==> src/hdl/xtb_pkg.sv <==
package xtb_pkg;

    localparam int unsigned WORD_W = 32;

    // Round constant, positive form (adding it equals subtracting 0x61C88647)
    localparam logic [WORD_W-1:0] DELTA_NEG = 32'h61C8_8647;
    localparam logic [WORD_W-1:0] DELTA_POS = 32'h9E37_79B9;

    // Register indexes on the configuration port
    localparam logic [1:0] REG_KEY_WORD0 = 2'd0;
    localparam logic [1:0] REG_KEY_WORD1 = 2'd1;
    localparam logic [1:0] REG_KEY_WORD2 = 2'd2;
    localparam logic [1:0] REG_KEY_WORD3 = 2'd3;

    localparam int unsigned KEY_WORDS = 4;

    // Action codes
    localparam logic ACT_ENCRYPT = 1'b0;
    localparam logic ACT_DECRYPT = 1'b1;

    typedef logic [WORD_W-1:0] t_word;
    typedef t_word t_key [KEY_WORDS];

    // One pipeline slot. For decryption the two words travel swapped, so that
    // even stages always update word a and odd stages always update word b.
    typedef struct packed {
        logic  valid;
        logic  dec;
        t_word a;
        t_word b;
    } t_stage;

    typedef struct packed {
        t_word left;
        t_word right;
    } t_block;

    function automatic t_word mix(input t_word v);
        return ((v << 4) ^ (v >> 5)) + v;
    endfunction

endpackage

==> src/hdl/xtb_out_fifo.sv <==
// Two-entry output buffer. Pipeline may advance only while it has room.
module xtb_out_fifo (
    input  logic            i_clk,
    input  logic            i_rst_n,
    input  logic            i_push,
    input  xtb_pkg::t_block i_data,
    output logic            o_room,
    output logic            o_valid,
    input  logic            i_ready,
    output xtb_pkg::t_block o_data
);

    xtb_pkg::t_block r_mem [2];
    logic            r_wptr;
    logic            r_rptr;
    logic [1:0]      r_count;
    logic [1:0]      n_count;
    logic            w_pop;

    assign o_valid = (r_count != 2'd0);
    assign o_room  = (r_count != 2'd2);
    assign w_pop   = o_valid && i_ready;
    assign o_data  = r_mem[r_rptr];

    always_comb begin
        n_count = r_count;
        case ({i_push, w_pop})
            2'b10:   n_count = r_count + 2'd1;
            2'b01:   n_count = r_count - 2'd1;
            default: n_count = r_count;
        endcase
    end

    always_ff @(posedge i_clk) begin
        if (!i_rst_n) begin
            r_wptr  <= 1'b0;
            r_rptr  <= 1'b0;
            r_count <= 2'd0;
        end else begin
            r_count <= n_count;
            if (i_push) begin
                r_wptr <= ~r_wptr;
            end
            if (w_pop) begin
                r_rptr <= ~r_rptr;
            end
        end
    end

    always_ff @(posedge i_clk) begin
        if (i_push) begin
            r_mem[r_wptr] <= i_data;
        end
    end

endmodule
==> config.mk <==
export PLATFORM = sky130hd
export DESIGN_NAME = xtb_out_fifo
export DESIGN_NICKNAME = d
export VERILOG_FILES = /design/src/hdl/xtb_pkg.sv /design/src/hdl/xtb_out_fifo.sv
export SDC_FILE = /design/constraint.sdc
export NUM_CORES = 1
export LEC_CHECK = 0
export BUFFER_PORTS_ARGS = -buffer_cell sky130_fd_sc_hd__buf_2
export CAP_MARGIN = 20
export CORE_ASPECT_RATIO = 0.9
export CORE_MARGIN = 4
export CORE_UTILIZATION = 40
export CTS_CLUSTER_DIAMETER = 100
export DETAILED_ROUTE_END_ITERATION = 16
export SYNTH_ARGS = -nofsm -noshare
export SYNTH_HDL_FRONTEND = slang
export SYNTH_SLANG_ARGS = --single-unit
export TNS_END_PERCENT = 100
==> constraint.sdc <==
create_clock -name i_clk -period 4.95 [get_ports i_clk]
set_clock_uncertainty 0.2 [all_clocks]
set_input_delay 0.2475 -clock i_clk [delete_from_list [all_inputs] [get_ports i_clk]]
set_output_delay 0.2475 -clock i_clk [all_outputs]
set_load 0.005 [all_outputs]
==> flow_summary_export.csv <==
group,metric,value,unit
floorplan,die_w,124,um
yosys,synthCells,222,
detailed_routing,first_pass_iters,4,
floorplan,dieArea,0.0139,mm2
placement,postPlaceCellArea,0.00571,mm2
yosys,synth_edf_count,128,
clock_tree,clk_latency,0.40,ns
finish,fin_cells,605,
timing,slew_headroom,0.392,
critical_path,slowest_delay,0.95,ns
yosys,ys_async_sr_fraction,0,
yosys,synth_largest_area_cell,"edfxtp_1",
detailed_routing,drt_iter0_drc,199,
yosys,ys_types,17,
floorplan,io_pins,134,
detailed_routing,drc,0,
finish,final_util,0.592,
critical_path,startpoint_type,"register",
global_route,grt_pass1_wl,15300,um
critical_path,endpoint_kind,"primary output",
detailed_routing,via_per_inst,4.54,
placement,pre_cts_slack,2.72,ns
timing,fmax,0.420,GHz
clock_tree,clk_pin_slew,0.05,ns
yosys,syn_nets,291,
clock_tree,htree_levels,4,
global_route,grt_pass1_vias,3073,
clock_tree,cts-buffers-inserted,17,
timing,setup_viol,0,
timing,finalHoldViolCount,0,
critical_path,crit_required,4.50,ns
clock_tree,root_buffer,"clkbuf_16",
critical_path,regToRegStartpoint,"r_wptr",
job,maxCapViolCount,0,
floorplan,rows,37,
global_route,grt_start_max_net_pins,65,
yosys,syn_area,0.00482,mm2
timing,post-route-min-period,2.38,ns
power_and_ir_drop,peakVddDrop,0.199,mV
clock_tree,cts_tree,"yes",
critical_path,cp_top_family,"flip-flops",
timing,post-route-period-util,0.481,
power_and_ir_drop,leakagePower,2.62,nW
placement,gp_congestion,0.710,
detailed_routing,vias,2744,
yosys,synth-seq-area-share,0.817,
power_and_ir_drop,power,2.94,mW
yosys,yosysWarnings,0,
finish,stdcell_area,0.00687,mm2
detailed_routing,wl_per_cell,16.1,um
min_path,hp-start,"i_ready",
global_route,antenna_found_initial,0,
yosys,synthFlopType,"edfxtp_1",
min_path,worstHoldPathType,"in -> reg",
finish,area_delta_synth_final,42.5,%
yosys,yosys.area.top_type_share,0.797,
global_route,track_usage,0.148,
detailed_routing,drt-total-wl,9760,um
run_status,outcome,"finished clean",
critical_path,critPathMaxFanout,64,
timing,final.setup.tns,0,ns
timing,rsz0062_at_grt,"false",
floorplan,start_util,0.415,
floorplan,die_h,112,um
yosys,synth_common_cells,"edfxtp_1 (128), mux2_1 (64), buf_2 (7), dfxtp_1 (5)",
floorplan,core,0.0116,mm2
yosys,synth_area_leaders,"edfxtp_1 (80%), mux2_1 (15%), dfxtp_1 (2.1%), buf_2 (0.73%), xnor2_1 (0.54%)",
placement,post-dp-hpwl,5860,um
critical_path,worstPathCellList,"mux2_1 -> buf_2",
timing,drv_slew,0,
timing,fin_ws,2.57,ns
critical_path,cp.buffers_inverters,1,
critical_path,worst_path_max_delay_cell,"dfxtp_4",
critical_path,critical_path_class,"reg -> out",
finish,nNetsFinal,505,
timing,worst-slew-pin-transition,0.913,ns
yosys,ys_ff_latch,133,
yosys,synth_most_common_cell,"edfxtp_1",
placement,port_buffers,133,
clock_tree,cts_buffer_depth,2,
yosys,syn_area_per_cell,21.7,um2
timing,hold_ws,0.0809,ns
power_and_ir_drop,power-per-cell-area,427,mW/mm2
global_route,grt_overflow,0,
clock_tree,clkSinkCount,133,
finish,n_antenna_cell,0,
finish,drive_gt1_frac,0.365,
placement,dp.cells,507,
critical_path,rrSetupSlack,2.74,ns
critical_path,crit_arrival,1.93,ns
detailed_routing,ant_nets,0,
clock_tree,cts_setup_buffers,0,
area by class of cell:
class	instances	area, um2
sequential	133	3950
tap	156	195
inverter	1	3.75
multi-input combinational	81	851
fill	905	4750
clock buffer	26	479
clock inverter	6	28.8
timing repair buffer	202	1370
per-layer routing:
metal | wire [um] | up-vias | GRT usage
li1 | - | 1302 | -
met1 | 4230 | 1326 | 0.185
met2 | 4530 | 99 | 0.228
met3 | 825 | 17 | 0.0610
met4 | 165 | 0 | 0.0576
met5 | 0 | - | 0
state kept, by name (all words and copies together) (netlist names), named ones only:
name     count
r_rptr       1
r_wptr       1
r_mem      128
r_count      2
placed cells by master (no fill, tap or decap), types with 2 or more instances in the layout:
cell and count:
buf_2 133, edfxtp_1 128, dlygate4sd3_1 66, mux2_1 64, clkbuf_16 17, clkbuf_1 7
clkinv_2 5, dfxtp_1 4, xnor2_1 3, nor2b_1 3, clkbuf_8 2, buf_4 2
cells by family after synthesis:
logic type / count (synthesis) / share of synthesized area
buffers and inverters: 8 / 0.00804
flip-flops: 133 / 0.817
XOR/XNOR: 3 / 0.00545
AO/OA/AOI/OAI: 4 / 0.00597
adder cells (fa/ha/maj): 1 / 0.00259
multiplexers: 64 / 0.149
AND/OR/NAND/NOR: 9 / 0.0112
power by group:
| part | switching [mW] | internal, mW | total, mW |
|---|---|---|---|
| Combinational | 0.180 | 0.277 | 0.457 |
| Clock | 0.409 | 0.659 | 1.07 |
| Sequential | 0.0996 | 1.31 | 1.41 |
| Total | 0.688 | 2.25 | 2.94 |
tightest hold or removal path: cells and delay by family:
| kind | cells | cell delay, ns |
|---|---|---|
| xor+xnor | 1 | 0.08 |
| simple gates | 1 | 0.10 |
| compound gates | 1 | 0.14 |
| buf+inv | 1 | 0.07 |
worst paths after layout:
| kind | cells after the start | endpoint |
|---|---|---|
| worst max-delay path | 2 | o_data[43] |
| worst min-delay path | 4 | register |
| worst max register to register | 2 | r_mem[1][62] |
| worst min register to register | 2 | r_count[1] |
timing repair:
action | 4_1_cts | 5_1_grt
endpoints found under the hold margin | 133 | 0
resized for setup | 0 | 0
hold buffers | 66 | 0
setup endpoints to repair | 0 | 0
Power figures use the tool's default switching activity.
