$ cat config.mk
export PLATFORM = sky130hd
export DESIGN_NAME = xtb_round
export DESIGN_NICKNAME = d
export VERILOG_FILES = /design/src/hdl/xtb_pkg.sv /design/src/hdl/xtb_round.sv
export SDC_FILE = /design/constraint.sdc
export NUM_CORES = 1
export LEC_CHECK = 0
export ABC_AREA = 1
export BUFFER_PORTS_ARGS = -buffer_cell sky130_fd_sc_hd__buf_2
export CORE_MARGIN = 4
export CORE_UTILIZATION = 30
export DETAILED_ROUTE_END_ITERATION = 10
export PLACE_DENSITY = 0.56
export SYNTH_ARGS = -nofsm -noshare
export SYNTH_HDL_FRONTEND = slang
export SYNTH_SLANG_ARGS = --single-unit
$ cat constraint.sdc
create_clock -name i_clk -period 3.6 [get_ports i_clk]
set_input_delay 0.18 -clock i_clk [delete_from_list [all_inputs] [get_ports i_clk]]
set_output_delay 0.18 -clock i_clk [all_outputs]
set_load 0.01 [all_outputs]
$ cat src/hdl/xtb_pkg.sv
package xtb_pkg;

    localparam int unsigned WORD_W = 32;

    // Round constant, positive form (adding it equals subtracting 0x61C88647)
    localparam logic [WORD_W-1:0] DELTA_NEG = 32'h61C8_8647;
    localparam logic [WORD_W-1:0] DELTA_POS = 32'h9E37_79B9;

    // Register indexes on the configuration port
    localparam logic [1:0] REG_KEY_WORD0 = 2'd0;
    localparam logic [1:0] REG_KEY_WORD1 = 2'd1;
    localparam logic [1:0] REG_KEY_WORD2 = 2'd2;
    localparam logic [1:0] REG_KEY_WORD3 = 2'd3;

    localparam int unsigned KEY_WORDS = 4;

    // Action codes
    localparam logic ACT_ENCRYPT = 1'b0;
    localparam logic ACT_DECRYPT = 1'b1;

    typedef logic [WORD_W-1:0] t_word;
    typedef t_word t_key [KEY_WORDS];

    // One pipeline slot. For decryption the two words travel swapped, so that
    // even stages always update word a and odd stages always update word b.
    typedef struct packed {
        logic  valid;
        logic  dec;
        t_word a;
        t_word b;
    } t_stage;

    typedef struct packed {
        t_word left;
        t_word right;
    } t_block;

    function automatic t_word mix(input t_word v);
        return ((v << 4) ^ (v >> 5)) + v;
    endfunction

endpackage

$ cat src/hdl/xtb_round.sv
// One Feistel half-round with its pipeline register.
module xtb_round #(
    parameter bit          IS_ODD  = 1'b0,
    parameter logic [31:0] SUM_ENC = 32'h0000_0000,
    parameter logic [31:0] SUM_DEC = 32'h0000_0000
) (
    input  logic           i_clk,
    input  logic           i_rst_n,
    input  logic           i_en,
    input  xtb_pkg::t_key  i_key,
    input  xtb_pkg::t_stage i_stage,
    output xtb_pkg::t_stage o_stage
);

    // Key index is fixed per stage and direction: low sum bits on the v0
    // update, sum bits 12:11 on the v1 update.
    localparam logic [1:0] KSEL_ENC = IS_ODD ? SUM_ENC[12:11] : SUM_ENC[1:0];
    localparam logic [1:0] KSEL_DEC = IS_ODD ? SUM_DEC[1:0]   : SUM_DEC[12:11];

    xtb_pkg::t_word  w_src;
    xtb_pkg::t_word  w_dst;
    xtb_pkg::t_word  w_sum;
    xtb_pkg::t_word  w_key;
    xtb_pkg::t_word  w_f;
    xtb_pkg::t_word  w_new;
    xtb_pkg::t_stage n_stage;
    xtb_pkg::t_stage r_stage;

    always_comb begin
        w_src = IS_ODD ? i_stage.a : i_stage.b;
        w_dst = IS_ODD ? i_stage.b : i_stage.a;
        w_sum = i_stage.dec ? SUM_DEC : SUM_ENC;
        w_key = i_stage.dec ? i_key[KSEL_DEC] : i_key[KSEL_ENC];
        w_f   = xtb_pkg::mix(w_src) ^ (w_sum + w_key);
        w_new = i_stage.dec ? (w_dst - w_f) : (w_dst + w_f);
        n_stage = i_stage;
        if (IS_ODD) begin
            n_stage.b = w_new;
        end else begin
            n_stage.a = w_new;
        end
    end

    // Only the valid bit is reset; data just follows the enable.
    always_ff @(posedge i_clk) begin
        if (!i_rst_n) begin
            r_stage.valid <= 1'b0;
        end else if (i_en) begin
            r_stage.valid <= n_stage.valid;
        end
        if (i_en) begin
            r_stage.dec <= n_stage.dec;
            r_stage.a   <= n_stage.a;
            r_stage.b   <= n_stage.b;
        end
    end

    assign o_stage = r_stage;

endmodule

==> PnR_summary.wiki <==
{| class="wikitable"
! Metric !! Value
|-
| Post-synthesis sequential element count || 66
|-
| Violated checks || negative setup slack
|-
| Width of the die || 163.9 um
|-
| Root Buffer || clkbuf_16
|-
| Library cell appearing most often on the critical path || nand2_4
|-
| Clk buf depth || 2
|-
| Die Area || 0.02687 mm^2
|-
| Count of buffer and inverter cells on the critical path || 7
|-
| Hold Fails Final Rpt || 0
|-
| Commonest cells in the netlist || nand2_1, inv_1, nor2_1
|-
| Die height || approximately 160 um
|-
| Insertion delay of the later-clocked pin in the worst-skew pair || ~0.34 ns
|-
| Met1 capacity usage during global routing || roughly 24%
|-
| IO Pins || 263
|-
| Slack of the critical path || -0.2469 ns
|-
| Synth Cell Area || around 0.0073 mm^2
|-
| Syn. warnings || 0
|-
| Worst path slowest cell || ha_1
|-
| Crit path required time || approximately 3.7 ns
|-
| Met2 capacity usage during global routing || 33.01%
|-
| Largest stage delay on the critical path || roughly 0.38 ns
|-
| Top area cells in the synthesized netlist || edfxtp_1, nand2_1, ha_1
|-
| DRT Pass-1 Iters || 4
|-
| Category of the critical setup timing path || in -> reg
|-
| Post-detailed-route count of antenna-violating nets || 0
|-
| Cell row count || 56
|-
| Endpoint, Worst Hold || o_stage[12]$_DFFE_PP_
|-
| Leakage power || ~6.4 nW
|-
| Grt met3 use || ~3.2%
|-
| Clock tree from TritonCTS || yes
|-
| Highest attainable clock frequency || roughly 0.26 GHz
|-
| Commonest register cell after synthesis || edfxtp_1
|-
| Share of the synthesized area in the top cell type || between 20% and 30%
|-
| Setup repair after global routing missed its margin || true
|-
| Largest clock skew in the final design || 0 ns
|-
| Classification of the worst-slack hold path || in -> reg
|-
| Count of maximum capacitance violations || 0
|-
| Kind of cell with the highest combined delay on the critical path || simple AND/OR/NAND/NOR gates
|-
| HPWL after detailed placement || ~21,000 um
|-
| GRT Resource Usage Total || a little under a fifth
|-
| Number of DRC markers in iteration 0 || about 350
|-
| Post-route worst hold slack || between 0.03 and 0.04 ns
|-
| Cell variety after synth || 38
|-
| Global-route wire length before repair || just under 40,000 um
|-
| Starting Density || just over 30%
|-
| RD Place Congestion || between 0.9 and 1
|-
| Final Routed Wirelength || 26,840 um
|-
| Worst slew margin relative to its limit || around 49%
|-
| Number of instances in the synthesized netlist || 1,018
|-
| Number of buffers inserted during clock tree synthesis || 9
|-
| Floorplan Core Area || 0.02368 mm^2
|-
| Clock-pin slew on the worst setup and hold paths || about 0.060 ns
|-
| Final non-filler cell total || between 1,500 and 2,000
|-
| Grt ovf || 0
|-
| Finished Core Util || a little under three fifths
|-
| Fraction of layout instances using a drive strength above 1 || about 55%
|-
| Number of antenna violations at the first check in global routing || 1
|-
| Number of vias per cell after detailed routing || 4.535
|-
| CP Data Arrival Time || just under 4 ns
|-
| Proportion of synthesized chip area in sequential cells || 27.04%
|-
| Most used standard cell by instance count after synthesis || nand2_1
|-
| Port Buf Inserts || 166
|-
| Final critical-path share of the clock period || 106.9%
|-
| Origin of the worst min-delay path || i_stage[12]
|-
| Final setup violation count || 10
|-
| Outcome || finished, violations left
|-
| Worst r2r dst || o_stage[65]$_SDFFE_PN0P_
|-
| Total instance count after detailed placement || between 1,500 and 2,000
|-
| Worst-case setup slack after placement || -0.8225 ns
|-
| Most heavily used metal layer in global routing || met2
|-
| Number of nets in the synthesized netlist || between 1,000 and 1,500
|-
| Worst reg-to-reg setup slack || between 2 and 3 ns
|-
| Worst ir drop on vdd || between 200 and 300 uV
|-
| Maximum number of pins on one net before global-route repair || 33
|-
| Number of flip-flops under the largest register name || 66
|-
| Time the final worst path needs with I/O delays and setup || 3.847 ns
|-
| Worst-path fanout max || 4
|-
| Clk sinks || 66
|-
| Final slew viol count || 0
|-
| Instance count on the critical path || 29
|-
| Final nets || 1,787
|-
| Level count of the clock H-tree || 3
|-
| Hold depth || 1
|-
| Total number of vias || between 8,000 and 9,000
|-
| Wire length per cell || about 15 um
|-
| Startpoint kind of the worst setup timing path || input port
|-
| Cells on worst reg2reg path || 2
|-
| Type of destination of the critical path || flip-flop
|-
| Growth of design area from synthesis to finish || 79.60%
|-
| Share of synthesized flip-flops with an asynchronous set or reset || 0%
|-
| Synthesized area per cell || 7.164 um^2
|-
| Via count of the first global-routing pass || roughly 8,000
|-
| Cell accounting for the most synthesized area || edfxtp_1
|-
| Total power divided by cell area || between 500 and 600 mW/mm^2
|-
| Number of synthesized flops with an enable pin || 65
|-
| Start of the worst register-to-register path || o_stage[65]$_SDFFE_PN0P_
|-
| Least-Margin Pin Slew || between 0.7 and 0.8 ns
|-
| Number of design rule violations left after detail routing || 0
|}
## metrics by stage
| step | cell area [um^2] | total power, mW | TNS [ns] |
|---|---|---|---|
| final | 13100 | 6.994 | -1.744 |
| after global placement | 10590 | 4.834 | -8.987 |
| after detailed placement | 10590 | 4.860 | -9.571 |
| after CTS | 11410 | 6.062 | -0.6775 |
| after floorplan | 7346 | 3.071 | -0.5437 |
| after global routing | 13100 | 7.515 | -4.400 |
## worst max path at each step
stage / from / end / slack, ns
floorplan: i_stage[5] / o_stage[63]$_DFFE_PP_ / -0.22
global placement: i_stage[5] / o_stage[55]$_DFFE_PP_ / -0.85
detailed placement: i_stage[5] / o_stage[55]$_DFFE_PP_ / -0.82
CTS: i_stage[12] / o_stage[63]$_DFFE_PP_ / -0.17
global route: i_stage[5] / o_stage[63]$_DFFE_PP_ / -0.49
finish: i_stage[5] / o_stage[61]$_DFFE_PP_ / -0.25
## report_power, final
| part | internal [mW] | total (mW) | switching, mW |
|---|---|---|---|
| sequential | 1.14 | 1.18 | 0.0369 |
| combinational | 2.51 | 4.97 | 2.47 |
| clock | 0.464 | 0.844 | 0.380 |
| total | 4.11 | 6.99 | 2.88 |
## metal layers
metal | vias to the layer above | part of all wire (%) | wire length [um]
met5 | - | 0 | 0
met1 | 3831 | 44 | 11860
met4 | 0 | 1.1 | 308
li1 | 4334 | - | -
met2 | 182 | 50 | 13420
met3 | 25 | 4.7 | 1252
## layout by cell type (no fill, tap or decap), types with 6 or more instances in the layout
master and instances:
xnor2_1 28, edfxtp_1 65, o21ai_1 15, nor2_2 20
xor2_2 10, nand2_4 19, nand3_2 12, buf_4 307
nand3_1 42, a21oi_2 30, buf_2 150, a21oi_4 9
inv_2 32, ha_4 22, nand3b_1 11, o21ai_2 12
nand2_2 83, a21oi_1 26, ha_2 6, inv_1 109
ha_1 39, xor2_1 61, clkbuf_16 9, a21o_1 6
nand2_1 197, nor2_4 21, nor2_1 54, nor3_2 7
o21ai_0 7, buf_6 29, nand4_1 12
## area by class of cell
type	instances	area, um^2
clock inverter	7	45.04
timing repair buffer	495	3535
clock buffer	9	225.2
multi-input combinational	805	6372
inverter	144	548.0
antenna	1	2.502
tap	319	399.1
fill	2203	10580
sequential	66	1972
## what timing repair did
item / 4_1_cts / 5_1_grt
setup endpoints to repair: 15 / 18
setup buffers: 18 / 48
hold buffers: 0 / 0
hold endpoints to repair: 0 / 0
pin swaps: 71 / 117
resized for setup: 128 / 291
## logic make-up after synthesis
group                      after synthesis  synth area share, %
and+or+nand+nor                        496                29.90
buffers and inverters                  147                7.565
AOI/OAI and AO/OA                      128                10.00
xor gates and xnor gates               112                13.45
adders and majority gates               69                12.04
DFF                                     66                27.04
Power figures use the tool's default switching activity.
